$ cat src/design/binned_msd_accumulator_macros.svh
// Assertion macros for the binned MSD accumulator back end.
`ifndef BINNED_MSD_ACCUMULATOR_MACROS_SVH
`define BINNED_MSD_ACCUMULATOR_MACROS_SVH

// Check a property on every rising clock edge outside reset.
`define BMSD_ASSERT(lbl, prop, msg) \
    lbl: assert property (@(posedge i_clk) disable iff (!i_rst_n) prop) else $error(msg);

// Check that an antecedent implies a consequent on the next edge.
`define BMSD_ASSERT_NEXT(lbl, ante, cons, msg) \
    lbl: assert property (@(posedge i_clk) disable iff (!i_rst_n) (ante) |=> (cons)) \
        else $error(msg);

`endif

$ cat src/design/bmsd_pkg.sv
// Shared constants and types for the binned MSD accumulator.
package bmsd_pkg;

    localparam int DEF_MAX_LAYERS  = 16;
    localparam int DEF_MAX_LAGS    = 64;
    localparam int DEF_MAX_SPECIES = 8;

    localparam int CFG_IDX_W  = 2;
    localparam int CFG_DATA_W = 5;

    localparam logic [CFG_IDX_W-1:0] CFG_LAYER_COUNT = 2'd0;
    localparam logic [CFG_IDX_W-1:0] CFG_AXIS_MASK   = 2'd1;

    localparam logic [4:0] LAYER_COUNT_RST = 5'd1;
    localparam logic [2:0] AXIS_MASK_RST   = 3'd7;

    localparam logic REQ_ACCUM = 1'b0;
    localparam logic REQ_READ  = 1'b1;

    localparam int MAG_W = 33;

    // Flags of one queued transaction.
    typedef struct packed {
        logic req;
        logic bad;
    } t_item_flags;

    // Status from the back end to the front end.
    typedef struct packed {
        logic clearing;
        logic pop;
    } t_back_stat;

endpackage

$ cat src/design/bmsd_front.sv
// Front end: configuration, request classification and the transaction queue.
module bmsd_front #(
    parameter int MAX_LAYERS  = bmsd_pkg::DEF_MAX_LAYERS,
    parameter int MAX_LAGS    = bmsd_pkg::DEF_MAX_LAGS,
    parameter int MAX_SPECIES = bmsd_pkg::DEF_MAX_SPECIES,
    parameter int ADDR_W      = $clog2(MAX_LAYERS * MAX_LAGS * MAX_SPECIES)
) (
    input  logic                                i_clk,
    input  logic                                i_rst_n,
    input  logic                                i_cfg_valid,
    output logic                                o_cfg_ready,
    input  logic [bmsd_pkg::CFG_IDX_W-1:0]      i_cfg_index,
    input  logic [bmsd_pkg::CFG_DATA_W-1:0]     i_cfg_data,
    input  logic                                i_valid,
    output logic                                o_ready,
    input  logic                                i_req_type,
    input  logic [5:0]                          i_lag_index,
    input  logic [3:0]                          i_species,
    input  logic signed [15:0]                  i_start_layer,
    input  logic signed [15:0]                  i_end_layer,
    input  logic [3:0]                          i_bin_layer,
    input  logic signed [31:0]                  i_start_x,
    input  logic signed [31:0]                  i_start_y,
    input  logic signed [31:0]                  i_start_z,
    input  logic signed [31:0]                  i_end_x,
    input  logic signed [31:0]                  i_end_y,
    input  logic signed [31:0]                  i_end_z,
    input  bmsd_pkg::t_back_stat                i_stat,
    output logic                                o_q_valid,
    output bmsd_pkg::t_item_flags               o_q_flags,
    output logic [ADDR_W-1:0]                   o_q_addr,
    output logic [2:0][bmsd_pkg::MAG_W-1:0]     o_q_mag
);
    import bmsd_pkg::*;

    logic [4:0]        r_layer_count;
    logic [2:0]        r_axis_mask;
    t_item_flags       r_q_flags [2];
    logic [ADDR_W-1:0] r_q_addr  [2];
    logic [2:0][MAG_W-1:0] r_q_mag [2];
    logic              r_wp;
    logic              r_rp;
    logic [1:0]        r_cnt;

    logic              lay_ok;
    logic              spec_ok;
    logic              lag_ok;
    logic              rlay_ok;
    logic              keep;
    logic              push;
    logic [31:0]       layer_sel;
    logic [31:0]       addr_full;
    logic signed [32:0] d [3];
    logic [2:0][MAG_W-1:0] mag;
    t_item_flags       flags;

    assign o_cfg_ready = 1'b1;

    always_ff @(posedge i_clk) begin
        if (!i_rst_n) begin
            r_layer_count <= LAYER_COUNT_RST;
            r_axis_mask   <= AXIS_MASK_RST;
        end else if (i_cfg_valid) begin
            case (i_cfg_index)
                CFG_LAYER_COUNT: r_layer_count <= i_cfg_data[4:0];
                CFG_AXIS_MASK:   r_axis_mask   <= i_cfg_data[2:0];
                default: ;
            endcase
        end
    end

    always_comb begin
        lay_ok  = (i_start_layer == i_end_layer) && !i_start_layer[15]
                  && ({1'b0, i_start_layer[14:0]} < {11'd0, r_layer_count})
                  && ({17'd0, i_start_layer[14:0]} < 32'(MAX_LAYERS));
        spec_ok = (i_species != 4'd0) && ({28'd0, i_species} <= 32'(MAX_SPECIES));
        lag_ok  = {26'd0, i_lag_index} < 32'(MAX_LAGS);
        rlay_ok = {28'd0, i_bin_layer} < 32'(MAX_LAYERS);
        layer_sel = (i_req_type == REQ_READ) ? {28'd0, i_bin_layer}
                                             : {17'd0, i_start_layer[14:0]};
        addr_full = (layer_sel * 32'(MAX_LAGS) + {26'd0, i_lag_index}) * 32'(MAX_SPECIES)
                    + {28'd0, i_species} - 32'd1;
        // Drop accumulates that name no bin; reads always produce a result.
        keep = (i_req_type == REQ_READ) || (lay_ok && spec_ok && lag_ok);
        flags.req = i_req_type;
        flags.bad = !(spec_ok && lag_ok && rlay_ok);
        d[0] = 33'(i_end_x) - 33'(i_start_x);
        d[1] = 33'(i_end_y) - 33'(i_start_y);
        d[2] = 33'(i_end_z) - 33'(i_start_z);
        for (int k = 0; k < 3; k++) begin
            if (!r_axis_mask[k]) begin
                mag[k] = '0;
            end else if (d[k][32]) begin
                mag[k] = MAG_W'(-d[k]);
            end else begin
                mag[k] = MAG_W'(d[k]);
            end
        end
    end

    assign o_ready = (r_cnt != 2'd2) && !i_stat.clearing;
    assign push    = i_valid && o_ready && keep;

    always_ff @(posedge i_clk) begin
        if (!i_rst_n) begin
            r_wp  <= 1'b0;
            r_rp  <= 1'b0;
            r_cnt <= 2'd0;
        end else begin
            if (push) begin
                r_wp <= !r_wp;
            end
            if (i_stat.pop) begin
                r_rp <= !r_rp;
            end
            r_cnt <= r_cnt + 2'(push) - 2'(i_stat.pop);
        end
    end

    always_ff @(posedge i_clk) begin
        if (push) begin
            r_q_flags[r_wp] <= flags;
            r_q_addr[r_wp]  <= addr_full[ADDR_W-1:0];
            r_q_mag[r_wp]   <= mag;
        end
    end

    assign o_q_valid = (r_cnt != 2'd0);
    assign o_q_flags = r_q_flags[r_rp];
    assign o_q_addr  = r_q_addr[r_rp];
    assign o_q_mag   = r_q_mag[r_rp];
endmodule

$ cat config.mk
export PLATFORM = sky130hd
export DESIGN_NAME = bmsd_front
export DESIGN_NICKNAME = d
export VERILOG_FILES = /design/src/design/binned_msd_accumulator_macros.svh /design/src/design/bmsd_pkg.sv /design/src/design/bmsd_front.sv
export SDC_FILE = /design/constraint.sdc
export NUM_CORES = 1
export LEC_CHECK = 0
export ABC_AREA = 1
export BUFFER_PORTS_ARGS = -buffer_cell sky130_fd_sc_hd__buf_2
export CORE_ASPECT_RATIO = 0.9
export CORE_MARGIN = 5
export CORE_UTILIZATION = 50
export DETAILED_ROUTE_END_ITERATION = 10
export HOLD_SLACK_MARGIN = 0.03
export PLACE_DENSITY = 0.73
export SETUP_SLACK_MARGIN = 0.3
export SLEW_MARGIN = 20
export SYNTH_ARGS = -nofsm -noshare
export SYNTH_HDL_FRONTEND = slang
export SYNTH_SLANG_ARGS = --single-unit
$ cat constraint.sdc
create_clock -name i_clk -period 21.2 [get_ports i_clk]
set_input_delay 1.06 -clock i_clk [delete_from_list [all_inputs] [get_ports i_clk]]
set_output_delay 1.06 -clock i_clk [all_outputs]
set_load 0.01 [all_outputs]
; ---- Word level (Yosys, flattened, before mapping)
; Memories as Yosys holds them, arrays and structs flattened. A register that Yosys moved wholly into a read port is not among the register bits.
; Index checks and enable logic that the tools add are counted.
[word_totals]
in_bits = 252
n_memories = 3
ramBits = 228
output_inout_bits = 117
wordCells = 59
regBits = 12
[op_classes]
n_mux = 15
order_cmp = 3
n_eq_ne = 3
reduce_logical = 19
n_addsub = 11
[mem_list]
columns = name, depth, width, rd, rd_clocked_by_memory_dff, wr, line
row1 = r_q_mag, 2, 99, 1, 1, 1, bmsd_front.sv:40  ; logic [2:0][MAG_W-1:0] r_q_mag [2];
row2 = r_q_addr, 2, 13, 1, 1, 1, bmsd_front.sv:39  ; logic [ADDR_W-1:0] r_q_addr [2];
row3 = r_q_flags, 2, 2, 1, 1, 1, bmsd_front.sv:38  ; t_item_flags r_q_flags [2];
[op_table]
columns = op, n
row1 = $mux 33, 6
row2 = $neg 33->33, 3
row3 = $sub 32x32->33, 3
row4 = $eq 16x16->1, 1
row5 = $lt 15x5->1, 1
row6 = $lt 15x5->1 const B, 1
row7 = $add 13x4->13, 1
row8 = $sub 13x1->13 const B, 1
row9 = $add 10x6->10, 1
row10 = $logic_and 1x1->1, 8
row11 = $mux 1, 8
row12 = $logic_not 1->1, 5
row13 = $le 4x4->1 const B, 1
row14 = $mux 4, 1
row15 = $reduce_and 2->1, 2
row16 = $reduce_bool 4->1, 1
row17 = $add 2x1->2, 1
row18 = $eq 2x1->1 const B, 1
row19 = $logic_not 2->1, 1
row20 = $ne 2x2->1 const B, 1
row21 = $reduce_bool 2->1, 1
row22 = $sub 2x1->2, 1
row23 = $logic_or 1x1->1, 1

; ---- Logic depth before layout (Yosys ltp)
; Gate-level depths: netlist of the first run.
[logic_depth]
ltp_word = 9
depth_mapped = 22

; ---- Worst setup path after synthesis of the first run
; Ideal clock, no wire load.
[synth_timing]
kind = input to register
start = in i_start_layer[2]
end = mem r_q_addr[0][0] (netlist bit), enable pin
setup_ns = 0.588
slack_ns = 13.828
path_stages = 10
required_ns = 20.612
arrival_time_ns = 6.784
path_buffers = 0
cell_sequence = ha_1 > nand2_1 > a21oi_1 > a211oi_1 > nor2_1 > o21ai_0 > nand4_1 > nand2_1 > nand2_1 > nor2_1
[synth_between]
elab_chain_cells = 9
[synth_rtl]
columns = element, line
row1 = start: declaration, bmsd_front.sv:19  ; input logic signed [15:0] i_start_layer,
row2 = "parallel branches: the longest is 3 deep, another holds $lt 15x5->1", n/a
row3 = $logic_and 1x1->1 (*), bmsd_front.sv:75  ; && ({17'd0, i_start_layer[14:0]} < 32'(MAX_LAYERS));
row4 = $logic_and 1x1->1 (*), bmsd_front.sv:84  ; keep = (i_req_type == REQ_READ) || (lay_ok && spec_ok && lag_ok);
row5 = $logic_or 1x1->1 (*), bmsd_front.sv:84
row6 = $logic_and 1x1->1 (*), bmsd_front.sv:102  ; assign push = i_valid && o_ready && keep;
row7 = $mux 1 (*), bmsd_front.sv:121  ; if (push) begin
row8 = $mux 1 (not written as such) (*), bmsd_front.sv:123  ; r_q_addr[r_wp] <= addr_full[ADDR_W-1:0];
row9 = end: declaration, bmsd_front.sv:39
; Every way passes the cells marked *.

==> impl_summary.txt, run 1 <==
----------------------------------------------------
[Global routing]
  Total routing resource utilization after global routing ... 22.8%
  Initial antenna violation count ... 0
  Wire length of the first global-routing pass ... 86,700 um
  Met3 demand-to-capacity share in global routing ... 3.06%
  Overflow left after global routing ... 0
  Largest net degree at the start of global routing ... 70
  Via count of the first global-routing pass ... 17,700
  Busiest layer in global routing ... met2
  Met2 usage in global routing ... 37.9%
  Global-route met1 utilization ... 32.6%

[Routing]
  Routed Wire Length ... 54,900 um
  Number of remaining DRC errors ... 0
  Routed wire per std cell ... 13.9 um
  Post-DR vias/cell ... 4.95
  Starting DRC count in detailed routing ... 1,472
  Post-route antenna net violation count ... 0
  Vias post-DR ... 19,600
  Detailed-router iteration count before antenna repair ... 5

[Timing]
  Count of endpoints failing hold in the final timing report ... 0
  Worst Tran Pin Value ... 1.01 ns
  Total Negative Setup Slacks ... 0 ns
  Final worst path period share ... 18.3%
  Max Slew Vio Count ... 0
  Timing-limited maximum frequency ... 257 MHz
  Clock Skew ... 0.00713 ns
  Setup violation total in the final timing report ... 0
  Max_slew headroom ... 32.6%
  Min Tclk post-route ... 3.89 ns
  Worst Slack Setup Final ... 17.31 ns
  Unrepaired setup endpoints after global routing ... false

[Finish]
  Share of cells above drive strength 1 ... 18.0%
  Non-filler instance count after layout ... 3,961
  Syn-to-layout area delta ... 15.2%
  Filler instances ... 4,043
  Most common library cell in the layout ignoring fill and taps ... nand2_1
  Diode count ... 0
  Final nets ... 3,769
  End-of-flow core utilization ... 58.0%
  Most frequent cells in the layout ... nand2_1, inv_1, buf_2, nor2_1, edfxtp_1

[CTS]
  Number of setup buffers added after CTS ... 0
  Clock sink count ... 241
  Root Driver ... clkbuf_16
  Clock buffer count from CTS ... 26
  Clock tree from TritonCTS ... built
  Clock Latency Late Sink ... 0.52 ns
  Clock transition at the registers of the reported paths ... 0.06 ns
  Maximum level of the CTS H-tree ... 1
  Post-cts gate resize count ... 0
  Max Root-Sink Buffers ... 3
  Quantity of hold-fixing buffers added after cts ... 0

[Yosys]
  Synthesized netlist net count ... 3,405
  Post-synthesis instance area ... 20,900 um2
  Number of storage elements in the synthesis netlist ... 241
  Post-Synthesis Mean Instance Area ... 6.91 um2
  Warnings from Yosys ... 0
  Number of standard cells after synthesis ... 3,031
  Proportion of synthesized chip area in sequential cells ... 33.9%
  Count of distinct cell types in the synthesized netlist ... 50

[Floorplan]
  Die extent in y ... 204 um
  Standard-cell rows ... 71
  Boundary Pins ... 369
  Die outline area ... 46,100 um2
  Core footprint ... 41,600 um2
  Width of the die ... 226 um
  Starting Density ... 50.4%

[Pwr]
  Worst VDD drop ... 0.0000597 V
  Leakage power of the design ... 12.7 nW
  Power per cell area ... 63.6 nW/um2

[Placement]
  Number of instances in the placed design ... 3,914
  Placer Congestion ... 0.941
  Port-buffer cells ... 367
  Dpl hpwl ... 44,800 um
  Worst slack, placed ... 16.88 ns

[Status]
  Outcome ... finished, final reports clean

[Worst setup path]
  Kind of end point of the critical path ... primary output
  Crit path kind ... reg -> out
  Maximum fanout along the worst path ... 69
  Sort of element at the start of the critical path ... flip-flop
  Worst path arrival time ... 2.83 ns
  Required time at the endpoint of the critical path ... 20.14 ns

[Job]
  Max-cap violations ... 0

[Hold path]
  Type of the most critical hold path ... reg -> reg

----------------------------------------------------
[Yosys cell counts, drive strengths merged]
cell / instances / share of area (%)
buf: 21 / 0.66
nand4: 45 / 1.3
a21oi: 125 / 3.0
o211ai: 3 / 0.11
xnor2: 19 / 0.79
or2: 4 / 0.12
a21o: 1 / 0.036
inv: 614 / 11
a31oi: 3 / 0.090
dfxtp: 13 / 1.2
clkinv: 2 / 0.036
nor2: 301 / 5.7
o21bai: 2 / 0.072
and2: 12 / 0.38
o21a: 1 / 0.036
nor3: 57 / 1.4
mux2i: 1 / 0.048
nand2: 1016 / 19
a21boi: 3 / 0.11
nor4: 2 / 0.060
ha: 118 / 7.1
a211oi: 4 / 0.14
edfxtp: 228 / 33
xor2: 18 / 0.91
o31ai: 2 / 0.072
fa: 4 / 0.38
clkbuf: 16 / 0.29
nand3: 174 / 4.6
mux2: 114 / 6.1
o211a: 1 / 0.048
o21ai: 87 / 2.1
nand3b: 13 / 0.47
and3: 6 / 0.18
conb: 1 / 0.018
[sequential cells by signal, summed over array words and instances, names as in the netlist, named ones only]
| register | count |
|---|---|
| r_axis_mask | 3 |
| r_cnt | 2 |
| r_layer_count | 5 |
| r_q_addr | 26 |
| r_q_flags | 4 |
| r_q_mag | 198 |
| r_rp | 1 |
| r_wp | 1 |
[metal layers]
layer | vias up | wire length, um
li1 | 10300 | -
met1 | 8662 | 25600
met2 | 558 | 24800
met4 | 0 | 736
met5 | - | 0
met3 | 55 | 3800
[area by class of cell]
class | instances | area, um2 | area share, %
Tap cell | 547 | 684 | 2.84
Clock buffer | 34 | 712 | 2.95
Sequential cell | 241 | 7110 | 29.5
Inverter | 616 | 2310 | 9.60
Clock inverter | 13 | 82.6 | 0.342
Multi-Input combinational cell | 2137 | 11300 | 47.0
Timing Repair Buffer | 373 | 1880 | 7.80
[final timing paths]
check,slack [ns],from,depth (start not counted),endpoint
worst max-delay path,17.31,flip-flop,3,o_q_mag[55]
worst min-delay path,0.46,r_layer_count[2],2,r_layer_count[2]
worst max register to register,17.80,r_layer_count[2],13,r_q_mag[0][37]
worst min register to register,0.46,r_layer_count[2],2,r_layer_count[2]
[metrics by stage]
stage | instance area [um2] | power [mW] | hold slack [ns]
final | 24100 | 1.54 | 0.465
after global routing | 24100 | 1.64 | 0.501
after CTS | 24100 | 1.54 | 0.467
after detailed placement | 23300 | 1.12 | 0.459
after global placement | 23300 | 1.12 | 0.456
after floorplan | 20900 | 0.979 | 0.429
[worst max-delay path, cell delays in order, from the launching register on]
cell and delay [ns]:
dfxtp_4 0.78, buf_4 0.83, mux2_2 0.46, buf_2 0.16
[power breakdown]
part / internal, mW / switching (mW)
Clock: 0.238 / 0.179
Sequential: 0.570 / 0.00905
Combinational: 0.191 / 0.349
Total: 0.998 / 0.537
[logic make-up after synthesis]
family | count (synthesis) | synth area share, %
other | 1 | 0.0179
xor gates and xnor gates | 37 | 1.71
AOI/OAI and AO/OA | 232 | 5.87
adders and majority gates | 122 | 7.43
DFF | 241 | 33.9
and+or+nand+nor | 1630 | 32.9
muxes | 115 | 6.18
buffers and inverters | 653 | 12.0
(Power assumes the default switching activity.)
==> run 2: changes to the inputs <==
Clock period 21.2 ns to 3.89 ns, I/O delays scaled along.
==> impl_summary.txt, run 2 (synthesis gave the netlist of run 1 again) <==
----------------------------------------------------
[Routing]
  Number of remaining DRC errors ... 0
  Vias post-DR ... 19,700
  Routed Wire Length ... 55,600 um
  Starting DRC count in detailed routing ... 1,450
  Routed wire per std cell ... 14.0 um
  Detailed-router iteration count before antenna repair ... 6
  Post-DR vias/cell ... 4.96
  Post-route antenna net violation count ... 0

[CTS]
  Clock tree from TritonCTS ... built
  Clock Latency Late Sink ... 0.53 ns
  Number of setup buffers added after CTS ... 0
  Root Driver ... clkbuf_16
  Maximum level of the CTS H-tree ... 1
  Clock transition at the registers of the reported paths ... 0.06 ns
  Clock sink count ... 241
  Clock buffer count from CTS ... 26
  Max Root-Sink Buffers ... 3

[Placement]
  Port-buffer cells ... 367
  Dpl hpwl ... 45,300 um
  Post-detailed-placement cell area ... 23,400 um2
  Placer Congestion ... 0.955

[Worst setup path]
  Required time at the endpoint of the critical path ... 4.09 ns
  Kind of end point of the critical path ... flip-flop
  Crit path kind ... reg -> reg
  Launch point of the worst reg-to-reg path ... r_layer_count[2]
  Sort of element at the start of the critical path ... flip-flop
  Register-to-register path setup slack ... 1.15 ns
  Worst Setup SP ... r_layer_count[2]
  Worst path arrival time ... 2.94 ns
  Maximum fanout along the worst path ... 47

[Floorplan]
  Die extent in y ... 204 um
  Starting Density ... 50.4%
  Die outline area ... 46,100 um2
  Boundary Pins ... 369
  Standard-cell rows ... 71
  Width of the die ... 226 um
  Core footprint ... 41,600 um2

[Job]
  Max-cap violations ... 0

[Finish]
  Regs by FF count ... r_q_mag: 198 flops, r_q_addr: 26 flops, r_layer_count: 5 flops
  Syn-to-layout area delta ... 16.5%
  Register bank with the most flops ... r_q_mag
  Final nets ... 3,783
  Most frequent cells in the layout ... nand2_1, inv_1, buf_2, nor2_1, edfxtp_1
  Post-Layout Inst Area ... 24,400 um2
  Most common library cell in the layout ignoring fill and taps ... nand2_1
  Number of flip-flops under the largest register name ... 198
  Diode count ... 0
  Share of cells above drive strength 1 ... 18.1%

[Status]
  Outcome ... finished, final reports clean

[Global routing]
  Largest net degree at the start of global routing ... 115
  Initial antenna violation count ... 1
  Overflow left after global routing ... 0
  Wire length of the first global-routing pass ... 88,000 um
  Total routing resource utilization after global routing ... 23.2%
  Via count of the first global-routing pass ... 17,800

[Timing]
  Final worst path period share ... 70.4%
  Worst Tran Pin Value ... 0.955 ns
  Timing-limited maximum frequency ... 365 MHz
  Max_slew headroom ... 36.2%
  Clock Skew ... 0.0122 ns
  Total Negative Setup Slacks ... 0 ns
  Max Slew Vio Count ... 0
  Min Tclk post-route ... 2.74 ns
  Count of endpoints failing hold in the final timing report ... 0
  Setup violation total in the final timing report ... 0
  Unrepaired setup endpoints after global routing ... false

[Pwr]
  Worst VDD drop ... 0.000334 V
  Power per cell area ... 352 nW/um2
  Leakage power of the design ... 12.8 nW

[Hold path]
  Startpoint of the lowest-slack hold path ... i_rst_n
  Type of the most critical hold path ... in -> reg

----------------------------------------------------
-- run 2: cell count changes in the layout (fill, tap and decap cells not counted), moves of 2 or more --
cell,delta
clkinv_2,-2
bufinv_16,+3
dlygate4sd3_1,+9
inv_6,+2
buf_12,+6
-- run 2: stage by stage --
| step | total power [mW] | hold WS [ns] | utilization [%] | instances | setup WS (ns) |
|---|---|---|---|---|---|
| global placement | 6.10 | 0.448 | 56.4 | 3919 | 0.864 |
| finish | 8.59 | 0.0372 | 58.7 | 3974 | 1.15 |
| global route | 9.19 | 0.0398 | 58.7 | 3974 | 0.917 |
| CTS | 8.65 | 0.0312 | 58.7 | 3974 | 1.12 |
| floorplan | 5.33 | 0.293 | - | 3031 | 0.461 |
| detailed placement | 6.14 | 0.453 | 56.4 | 3919 | 0.801 |
-- run 2: repair_timing --
item,4_1_cts,5_1_grt
endpoints found under the setup margin,0,0
resized for setup,0,0
hold endpoints to repair,12,0
hold buffers,9,0
-- run 2: worst paths after layout --
| kind | to | cells past startpoint |
|---|---|---|
| max reg2reg | r_q_mag[0][49] | 12 |
| min reg2reg | r_layer_count[3] | 2 |
| max | r_q_mag[0][49] | 12 |
| min | r_axis_mask[0] | 2 |
-- run 2: cell type report --
class | count | area [um2]
fillers | 4070 | 17200
multi-input cells | 2137 | 11300
flip-flops and latches | 241 | 7110
inverters | 616 | 2320
repair buffers | 387 | 2080
clock buffers | 34 | 722
well taps | 547 | 684
clock inverters | 12 | 145
-- run 2: power by group --
part / internal, mW / total [mW] / switching (mW)
Combinational: 1.06 / 2.99 / 1.93
Clock: 1.50 / 2.47 / 0.968
Sequential: 3.11 / 3.13 / 0.0257
Total: 5.67 / 8.59 / 2.93
-- run 2: worst max-delay path, stage by stage, from the launching register on --
cell,delay [ns]
dfxtp_1,0.30
inv_1,0.05
ha_1,0.29
nand2_1,0.08
a21oi_1,0.04
a211oi_1,0.18
nor2_1,0.07
o21ai_0,0.17
nand4_1,0.10
nand2_1,0.18
nand2_1,0.14
nor2_4,0.42
buf_12,0.32
-- run 2: layer usage --
metal / track usage, % / wire [um]
met5: 0 / 0
met3: 3.19 / 3610
met1: 32.6 / 25500
met4: 4.54 / 1030
met2: 38.6 / 25400
==> run 3: changes to the inputs <==
Clock period 3.89 ns to 2.7 ns, I/O delays scaled along.
==> impl_summary.txt, run 3 (synthesis gave the netlist of run 1 again) <==
----------------------------------------------------
[Timing]
  Max Slew Vio Count ... 0
  Min Tclk post-route ... 2.30 ns
  Worst Slack Setup Final ... 0.397 ns
  Clock Skew ... 0.0262 ns
  Timing-limited maximum frequency ... 434 MHz
  Count of endpoints failing hold in the final timing report ... 0
  Unrepaired setup endpoints after global routing ... true
  Setup violation total in the final timing report ... 0
  Worst hold margin ... 0.0853 ns
  Final worst path period share ... 85.3%

[Worst setup path]
  Top cell by count, worst path ... ha_4
  Crit path kind ... reg -> reg
  Kind of end point of the critical path ... flip-flop
  Largest stage delay on the critical path ... 0.32 ns
  Sort of element at the start of the critical path ... flip-flop
  Family of cells with the greatest summed delay on the critical path ... adder cells
  Crit-path cells ... inv_2, ha_4, nand2_2, a21oi_2, a211oi_2, nor2_1, o21ai_1, nand4_1, nand2_2, nand2_4, ha_4, inv_2, ha_4, xor2_2, o21ai_1, a21oi_1
  Worst Path Buf+Inv ... 2
  Worst path arrival time ... 2.72 ns
  Crit path max-delay cell type ... dfxtp_2
  Required time at the endpoint of the critical path ... 3.12 ns
  Maximum fanout along the worst path ... 3

[CTS]
  Clock tree from TritonCTS ... built
  Clock Latency Late Sink ... 0.53 ns
  Max Root-Sink Buffers ... 3
  Maximum level of the CTS H-tree ... 1
  Root Driver ... clkbuf_16
  Clock transition at the registers of the reported paths ... 0.06 ns
  Clock buffer count from CTS ... 25
  Clock sink count ... 241

[Routing]
  Routed wire per std cell ... 14.0 um
  Post-DR vias/cell ... 4.99
  Routed Wire Length ... 56,900 um
  Detailed-router iteration count before antenna repair ... 6
  Vias post-DR ... 20,300
  Number of remaining DRC errors ... 0
  Post-route antenna net violation count ... 0
  Starting DRC count in detailed routing ... 1,349

[Job]
  Max-cap violations ... 0

[Floorplan]
  Die extent in y ... 204 um
  Core footprint ... 41,600 um2
  Width of the die ... 226 um
  Standard-cell rows ... 71
  Starting Density ... 50.4%
  Boundary Pins ... 369
  Die outline area ... 46,100 um2

[Finish]
  Number of flip-flops under the largest register name ... 198
  Most frequent cells in the layout ... nand2_1, inv_1, buf_2, nor2_1, edfxtp_1
  End-of-flow core utilization ... 61.5%
  Multi-input gate area in the final layout ... 11,600 um2
  Register bank with the most flops ... r_q_mag
  Filler instances ... 3,884
  Final nets ... 3,873
  Most common library cell in the layout ignoring fill and taps ... nand2_1
  Footprint of the flip-flops and latches ... 7110 um2
  Diode count ... 0
  Share of cells above drive strength 1 ... 21.5%
  Regs by FF count ... r_q_mag: 198 flops, r_q_addr: 26 flops, r_layer_count: 5 flops
  Post-Layout Inst Area ... 25,600 um2
  Syn-to-layout area delta ... 22.1%

[Global routing]
  Via count of the first global-routing pass ... 18,100
  Wire length of the first global-routing pass ... 89,000 um
  Initial antenna violation count ... 1
  Largest net degree at the start of global routing ... 44
  Total routing resource utilization after global routing ... 23.4%
  Overflow left after global routing ... 0

[Placement]
  Post-detailed-placement cell area ... 24,000 um2
  Worst slack, placed ... -0.0756 ns
  Port-buffer cells ... 367
  Placer Congestion ... 0.954
  Dpl hpwl ... 46,100 um

[Hold path]
  Type of the most critical hold path ... in -> reg

[Pwr]
  Worst VDD drop ... 0.000420 V
  Power per cell area ... 493 nW/um2
  Leakage power of the design ... 13.4 nW

[Status]
  Outcome ... finished, final reports clean

----------------------------------------------------
[run 3: worst paths after layout]
path / endpoint / slack (ns) / startpoint / cells after the start
max: r_cnt[1] / 0.40 / r_layer_count[1] / 16
min: r_q_flags[1][0] / 0.09 / i_species[3] / 3
max reg2reg: r_cnt[1] / 0.40 / r_layer_count[1] / 16
min reg2reg: r_layer_count[4] / 0.47 / r_layer_count[4] / 2
[run 3: power by group]
group	switching, mW	internal [mW]	total, mW
Combinational	2.86	1.74	4.60
Clock	1.39	2.09	3.48
Sequential	0.0542	4.48	4.53
Total	4.31	8.30	12.6
[run 3: final cells by class]
cell class              instances  share of cell area (%)
flip-flops and latches        241                    27.8
well taps                     547                    2.68
clock inverters                16                   0.734
repair buffers                478                    11.9
multi-input cells            2137                    45.2
inverters                     616                    9.06
clock buffers                  30                    2.52
[run 3: worst register-to-register path, delay by kind of cell (launching register included)]
family	cells	cell delay, ns
adder cells (fa/ha/maj)	3	0.64
AND/OR/NAND/NOR	5	0.52
AO/OA/AOI/OAI	5	0.47
flip-flops	1	0.32
XOR/XNOR	1	0.17
buffers and inverters	2	0.08
[run 3: what timing repair did]
| action | in CTS | in global routing |
|---|---|---|
| cloned | 1 | 5 |
| hold endpoints to repair | 19 | 0 |
| setup buffers | 7 | 12 |
| pin swaps | 10 | 16 |
| gates resized for setup | 17 | 41 |
| setup endpoints to repair | 170 | 335 |
| hold buffers | 19 | 0 |
[run 3: metrics by stage]
stage               power (mW)  setup TNS, ns  instances
global route              13.5              0       4065
global placement          8.98        -0.0415       3975
floorplan                 7.68        -146.45       3031
finish                    12.6              0       4065
detailed placement        9.04          -1.52       3975
CTS                       12.6              0       4048
[run 3: routing by layer]
metal  GRT usage, %  routed length [um]  vias up
met5              0                   0        -
met4           4.37                1030        0
met3           2.83                3770       68
met2           39.0               26000      607
met1           33.3               26100     9077
li1               -                   -    10500
